$ cat config.mk
export PLATFORM = sky130hd
export DESIGN_NAME = cpd_isqrt
export DESIGN_NICKNAME = d
export VERILOG_FILES = /design/src/hw/rtl/cpd_isqrt.sv
export SDC_FILE = /design/constraint.sdc
export NUM_CORES = 1
export LEC_CHECK = 0
export ABC_AREA = 0
export ABC_CLOCK_PERIOD_IN_PS = 6700
export BUFFER_PORTS_ARGS = -buffer_cell sky130_fd_sc_hd__buf_2
export CAP_MARGIN = 40
export CORE_MARGIN = 2
export CORE_UTILIZATION = 56
export DETAILED_ROUTE_END_ITERATION = 10
export PLACE_DENSITY = 0.81
export SETUP_SLACK_MARGIN = 0.5
export SLEW_MARGIN = 20
export SYNTH_ARGS = -nofsm -noshare
export SYNTH_HDL_FRONTEND = slang
export SYNTH_SLANG_ARGS = --single-unit
export TNS_END_PERCENT = 5
$ cat constraint.sdc
create_clock -name clk -period 6.7 [get_ports clk]
set_input_delay 0.67 -clock clk [delete_from_list [all_inputs] [get_ports clk]]
set_output_delay 0.67 -clock clk [all_outputs]
set_load 0.01 [all_outputs]
$ cat src/hw/rtl/cpd_isqrt.sv
`timescale 1ns / 1ps
`default_nettype none
// ----------------------------------------------------------------------------
// cpd_isqrt: fixed point square root, one root bit per cycle
// Restoring digit-by-digit root of radicand * 4^FRAC_BITS, rounded down.
// ----------------------------------------------------------------------------
module cpd_isqrt #(
	parameter int unsigned RAD_W     = 33,
	parameter int unsigned FRAC_BITS = 16,
	parameter int unsigned ROOT_W    = (RAD_W + 1) / 2 + FRAC_BITS
) (
	input  wire logic              clk,
	input  wire logic              arst_n,
	input  wire logic              start,
	input  wire logic [RAD_W-1:0]  radicand,
	output logic                   done,
	output logic [ROOT_W-1:0]      root
);

	localparam int unsigned NW    = 2 * ROOT_W;
	localparam int unsigned REM_W = ROOT_W + 3;
	localparam int unsigned SW    = $clog2(ROOT_W + 1);

	logic              busy_q;
	logic              done_q;
	logic [SW-1:0]     step_q;
	logic [NW-1:0]     rad_q;
	logic [REM_W-1:0]  rem_q;
	logic [ROOT_W-1:0] root_q;

	logic [REM_W-1:0]  rem_sh;
	logic [REM_W-1:0]  trial;
	logic              fits;

	assign rem_sh = {rem_q[REM_W-3:0], rad_q[NW-1 -: 2]};
	assign trial  = REM_W'({root_q, 2'b01});
	assign fits   = (rem_sh >= trial);

	always_ff @(posedge clk or negedge arst_n) begin
		if (!arst_n) begin
			busy_q <= 1'b0;
			done_q <= 1'b0;
			step_q <= '0;
		end else begin
			done_q <= 1'b0;
			if (start) begin
				busy_q <= 1'b1;
				step_q <= SW'(ROOT_W);
			end else if (busy_q) begin
				step_q <= step_q - SW'(1);
				if (step_q == SW'(1)) begin
					busy_q <= 1'b0;
					done_q <= 1'b1;
				end
			end
		end
	end

	always_ff @(posedge clk) begin
		if (start) begin
			rad_q  <= NW'(radicand) << (2 * FRAC_BITS);
			rem_q  <= '0;
			root_q <= '0;
		end else if (busy_q) begin
			rad_q <= rad_q << 2;
			if (fits) begin
				rem_q  <= rem_sh - trial;
				root_q <= {root_q[ROOT_W-2:0], 1'b1};
			end else begin
				rem_q  <= rem_sh;
				root_q <= {root_q[ROOT_W-2:0], 1'b0};
			end
		end
	end

	assign done = done_q;
	assign root = root_q;

endmodule
`default_nettype wire

==> results of run 1 <==
==> cell type report <==
cell class                 instances  area [sq um]
clock buffer                      10           229
clock inverter                     6          53.8
fill                             949          4230
inverter                          45           169
multi-input combinational        497          3630
sequential                       109          2560
tap                              143           179
timing repair buffer              72           370
==> critical path: stages (launching register included) <==
cell	delay, ns
dfxtp_1	0.38
inv_1	0.06
ha_1	0.37
a21oi_2	0.22
o21ai_1	0.10
a31oi_1	0.17
nand3_1	0.13
or2_1	0.28
o31ai_4	0.56
buf_4	0.62
mux2_2	0.41
mux2i_1	0.13
nor2_1	0.05
==> per-stage QoR <==
| step | util [%] | cell area, sq um | hold WS, ns | instances |
|---|---|---|---|---|
| 5_1_grt | 63.0 | 7190 | 0.127 | 882 |
| 3_3_place_gp | 60.5 | 6910 | 0.472 | 866 |
| 3_5_place_dp | 60.5 | 6910 | 0.484 | 866 |
| 6_report | 63.0 | 7190 | 0.126 | 882 |
| 2_1_floorplan | - | 6530 | 0.374 | 683 |
| 4_1_cts | 63.0 | 7190 | 0.121 | 882 |
==> cell usage after synthesis (3+ instances only) <==
master and n:
nand3_1 8, mux2_2 32, nor4_1 4, buf_6 3
nand2_1 33, a211oi_1 15, xnor2_1 22, or2_2 3
a21oi_2 23, ha_1 37, o21bai_1 3, a21o_1 13
a21oi_1 33, clkbuf_1 25, mux2i_1 42, nor2_1 107
o21a_1 4, dfxtp_1 68, dfrtp_1 8, edfxtp_1 33
and2_1 6, o31a_1 3, o211ai_1 7, xor2_1 12
o21ai_0 17, inv_1 44, a31oi_1 5, nor3_1 6
and3_1 5, a211oi_2 21, nand2b_1 7
==> layer usage <==
metal | up-vias | GRT usage, %
met5 | - | 0
met2 | 129 | 35.4
met3 | 30 | 5.88
li1 | 2528 | -
met1 | 2402 | 27.1
met4 | 0 | 7.80
==> sequential cells by signal, summed over array words and instances (netlist names) <==
| register | count |
|---|---|
| root | 33 |
| rem_q | 34 |
| step_q | 6 |
| done | 1 |
| rad_q | 34 |
| busy_q | 1 |
==> power groups by stage <==
stage / sequential [mW] / combinational (mW) / clock [mW]
floorplan: 0.921 / 1.91 / 0
detailed placement: 0.975 / 2.11 / 0
finish: 0.961 / 2.14 / 0.524
CTS: 0.961 / 2.13 / 0.534
global placement: 0.967 / 2.03 / 0
global route: 0.980 / 2.35 / 0.557
==> final timing paths <==
kind / startpoint / slack [ns] / end
min: arst_n / 0.13 / step_q[2]
min reg2reg: rem_q[29] / 0.51 / rem_q[29]
min in group clk: rem_q[29] / 0.51 / rem_q[29]
max in group asynchronous: arst_n / 6.40 / busy_q
max: root[19] / 3.06 / rem_q[16]
max reg2reg: root[19] / 3.06 / rem_q[16]
==> kinds of logic after synthesis <==
| logic type | share of synthesized area, % |
|---|---|
| DFF | 39.1 |
| adders and majority gates | 7.09 |
| AOI/OAI and AO/OA | 19.0 |
| buffers and inverters | 5.31 |
| muxes | 12.0 |
| xor gates and xnor gates | 4.56 |
| and+or+nand+nor | 13.0 |
==> results by group, run 1 <==
Logic synthesis
  • Synthesized flop and latch total: 109
  • Async set-reset flop share out of synthesis: 7.34%
  • Post-synth EDFFs: 33
  • Area leader, netlist: dfxtp_1
  • Yosys warns: 0
  • Post-synth top flop: dfxtp_1
  • Top-area cell type share of the netlist area: 20.8%
  • Synthesized area: 0.00653 sq mm
  • Top cells by area, synth: dfxtp_1, edfxtp_1, ha_1
  • Count of different cell masters after synthesis: 56
  • Seq/Total Area, Yosys: 39.1%
  • Syn avg cell area: 9.56 sq um
  • Post-Syn Instances: 683
  • Syn_nets: 756

Setup path
  • R2R depth: 12
  • Crit path kind: reg -> reg
  • Req. time, crit path: 6.93 ns
  • CP startpoint kind: flip-flop
  • CP endpoint kind: flip-flop
  • Crit path DAT: 3.87 ns
  • Crit Path Max Fanout: 50

CTS
  • Root Driver: clkbuf_16
  • # hold bufs at CTS: 0
  • Clock transition at path regs: 0.08 ns
  • Number of CTS-inserted buffers: 9
  • Latest clock arrival within the worst-skew pair: 0.36 ns
  • Clock Tree Buf Depth: 2
  • Setup repair bufs after CTS: 0
  • Htree depth: 3
  • Clk sink count: 109
  • CTS tree: yes
  • Post-cts gate resize count: 0

Floorplanning
  • Core area: 0.0114 sq mm
  • Die X: 112 um
  • Die ar.: 0.0125 sq mm
  • FP Rows: 39
  • Starting density of the core: 57.2%
  • Chip height: 112 um
  • I/O pin total: 70

Detailed routing
  • Antenna-violating nets left: 0
  • Uppermost layer routed: met4
  • Met1 wire length: 5880 um
  • DRC viols: 0
  • Number of vias per cell: 5.77
  • Drt wl/cell: 14.9 um
  • Met3 routed WL: 702 um
  • Initial DRC Count: 292
  • WL final: 13200 um
  • Pre-antenna DRT Iters: 5
  • Met2 WL: 6300 um
  • Via Count: 5089

Global route
  • Total gr overflow: 0
  • Number of global-route vias before repair: 4875
  • Gr usage total: 21.5%
  • Largest net degree at the start of global routing: 71
  • First-pass GRT wire length: 22200 um
  • Antenna violations before repair: 0

Layout
  • Fin nets: 807
  • Layout area overhead: 10.1%
  • Share of cells above drive strength 1: 23.4%
  • Most common cell after layout, fill and taps aside: nor2_1
  • # diodes: 0
  • Most frequent cells in the layout: nor2_1, buf_2, dfxtp_1

Power
  • PD cells: 504 mW/mm^2
  • Part of the power in registers: 26.5%
  • Clock share of power: 14.5%
  • NetSw: 1.59 mW
  • Post-route total power: 3.63 mW
  • Worst IR Drop VDD: 239 uV
  • Comb power frac: 59.0%
  • Static Leak: 3.23 nW
  • P_int: 2.03 mW
  • Sw frac: 43.9%

Run status
  • Status: complete, no violations

Placed design
  • DP Wirelength: 9410 um
  • RePlAce Congestion: 0.994
  • PortBufs: 69
  • Dpl ws: 3.11 ns

Timing
  • Post-route setup TNS: 0 ns
  • RSZ-0062 raised after global routing: no
  • Fmax: 0.275 GHz
  • Final WS setup: 3.06 ns
  • Final Skew: 0.00759 ns
  • Slew @ Worst Pin: 0.768 ns
  • Final setup vio count: 0
  • Max Slew Vio Count: 0
  • Tcrit/Tclk final: 54.3%
  • Crit path time final: 3.64 ns
  • Final Hold Vio Count: 0
  • Slew Limit Headroom: 48.8%

Flow run
  • Max-cap violation count: 0

Hold path
  • Worst hold-check path type: in -> async
Power figures use the tool's default switching activity.
==> run 2: changes to the inputs <==
ABC_CLOCK_PERIOD_IN_PS = 3000   (was 6700)
CORE_UTILIZATION = 54   (was 56)
clock period = 3 ns   (was 6.7 ns; I/O delays follow)
==> results by group, run 2 (synthesis results as in run 1) <==
Run status
  • Status: complete, no violations

Detailed routing
  • Met1 wire length: 6620 um
  • Drt wl/cell: 16.2 um
  • DRC viols: 0
  • Uppermost layer routed: met4
  • Via Count: 5390
  • WL final: 15000 um
  • Initial DRC Count: 312
  • Antenna-violating nets left: 0
  • Met3 routed WL: 567 um
  • Met2 WL: 7460 um
  • Pre-antenna DRT Iters: 6
  • Number of vias per cell: 5.82

Placed design
  • PortBufs: 69
  • Dpl ws: 0.173 ns
  • RePlAce Congestion: 0.911
  • DP Wirelength: 9750 um

Floorplanning
  • Die X: 114 um
  • Core area: 0.0119 sq mm
  • Die ar.: 0.0130 sq mm
  • Starting density of the core: 54.8%
  • FP Rows: 40
  • Chip height: 114 um
  • I/O pin total: 70

Global route
  • Largest net degree at the start of global routing: 50
  • First-pass GRT wire length: 24500 um
  • Gr usage total: 23.2%
  • Antenna violations before repair: 0
  • Number of global-route vias before repair: 5268
  • Total gr overflow: 0

Layout
  • # diodes: 0
  • Share of cells above drive strength 1: 38.5%
  • Multi-input logic area: 0.00405 sq mm
  • Fin nets: 847
  • Most frequent cells in the layout: nor2_1, buf_2, mux2i_1
  • Fillcell total: 868
  • Layout area overhead: 23.6%
  • Most common cell after layout, fill and taps aside: nor2_1
  • Area occupied by registers: 0.00260 sq mm

Timing
  • Slew @ Worst Pin: 0.776 ns
  • Final Skew: 0.00940 ns
  • Post-route setup TNS: 0 ns
  • RSZ-0062 raised after global routing: yes
  • Final WS setup: 0.321 ns
  • Fmax: 0.373 GHz
  • Final Hold Vio Count: 0
  • Max Slew Vio Count: 0
  • Final setup vio count: 0
  • Crit path time final: 2.68 ns
  • Tcrit/Tclk final: 89.3%
  • Slew Limit Headroom: 48.3%

Power
  • P_int: 5.58 mW
  • PD cells: 1200 mW/mm^2
  • Part of the power in registers: 22.2%
  • Clock share of power: 13.5%
  • Static Leak: 3.54 nW
  • Comb power frac: 64.3%
  • Worst IR Drop VDD: 852 uV
  • NetSw: 4.07 mW
  • Sw frac: 42.2%

CTS
  • Clk sink count: 109
  • Root Driver: clkbuf_16
  • Number of CTS-inserted buffers: 9
  • Clock transition at path regs: 0.08 ns
  • Latest clock arrival within the worst-skew pair: 0.37 ns
  • Htree depth: 3
  • CTS tree: yes
  • Clock Tree Buf Depth: 2

Hold path
  • Worst hold-check path type: in -> reg
  • Hold path cells: 2

Setup path
  • Crit Path Max Fanout: 8
  • FF-to-FF End: rem_q[16]
  • Worst path bufs/invs: 2
  • Cell family with most CP delay: compound AO/OA/AOI/OAI gates
  • CP endpoint kind: flip-flop
  • R2R depth: 12
  • CP startpoint kind: flip-flop
  • Slowest CP cell: o31ai_4
  • Req. time, crit path: 3.24 ns
  • Max incr delay on CP: 0.39 ns
  • Crit. path cell count: 12
  • Crit path DAT: 2.92 ns
  • Setup crit start: root[27]
  • Flop2flop setup slack: 0.32 ns
  • FF-to-FF Start: root[27]
  • Crit path kind: reg -> reg
  • Worst setup path end: rem_q[16]
  • CP cell instances: inv_1 > ha_4 > a21oi_4 > o21bai_1 > a21oi_2 > nand2b_4 > or2_4 > o31ai_4 > buf_12 > mux2_4 > mux2i_1 > nor2_1

Flow run
  • Max-cap violation count: 0
## run 2: cell count changes in the layout (fill, tap and decap cells not counted), sizes merged
cell / previous run / this run
buf: 72 / 111
bufinv: 0 / 1
clkbuf: 10 / 9
clkinv: 2 / 3
clkinvlp: 1 / 0
dlygate4sd3: 0 / 1
## run 2: repair_timing
item                       4_1_cts  5_1_grt
setup endpoints to repair       35       35
resized for setup               44       38
hold buffers                     1        0
cloned                           1        0
pin swaps                       15       21
hold endpoints to repair         8        0
setup buffers                   18       12
## run 2: worst min path at each step
stage	startpoint	end	slack (ns)
floorplan	arst_n	busy_q	0.004
global placement	arst_n	step_q[2]	0.14
detailed placement	arst_n	step_q[2]	0.15
CTS	radicand[1]	rad_q[33]	0.20
global route	radicand[1]	rad_q[33]	0.20
finish	radicand[1]	rad_q[33]	0.21
## run 2: per-layer routing
layer / GRT usage (%) / vias to the layer above
met5: 0 / -
met4: 8.70 / 0
met3: 4.99 / 38
met2: 39.5 / 134
li1: - / 2598
met1: 28.9 / 2620
## run 2: layout make-up
class	instances	area share, %
clock buffers	9	2.79
well taps	147	2.28
inverters	45	2.09
flip-flops and latches	109	32.2
clock inverters	7	1.33
multi-input cells	497	50.2
repair buffers	112	9.10
## run 2: through the flow
| stage | power, mW | hold WS, ns | instance area [sq um] | util (%) | cells |
|---|---|---|---|---|---|
| 2_1_floorplan | 6.44 | 0.00441 | 6670 | - | 683 |
| 3_3_place_gp | 7.00 | 0.144 | 7120 | 59.8 | 878 |
| 3_5_place_dp | 7.19 | 0.152 | 7120 | 59.8 | 878 |
| 4_1_cts | 9.18 | 0.201 | 7820 | 65.6 | 914 |
| 5_1_grt | 10.3 | 0.202 | 8070 | 67.8 | 926 |
| 6_report | 9.65 | 0.212 | 8070 | 67.8 | 926 |
## run 2: power by group through the flow
stage	combinational, mW	sequential (mW)	clock, mW
after global routing	6.70	2.17	1.39
final	6.21	2.14	1.30
after CTS	5.73	2.12	1.32
after global placement	4.89	2.12	0
after floorplan	4.37	2.07	0
after detailed placement	5.05	2.14	0
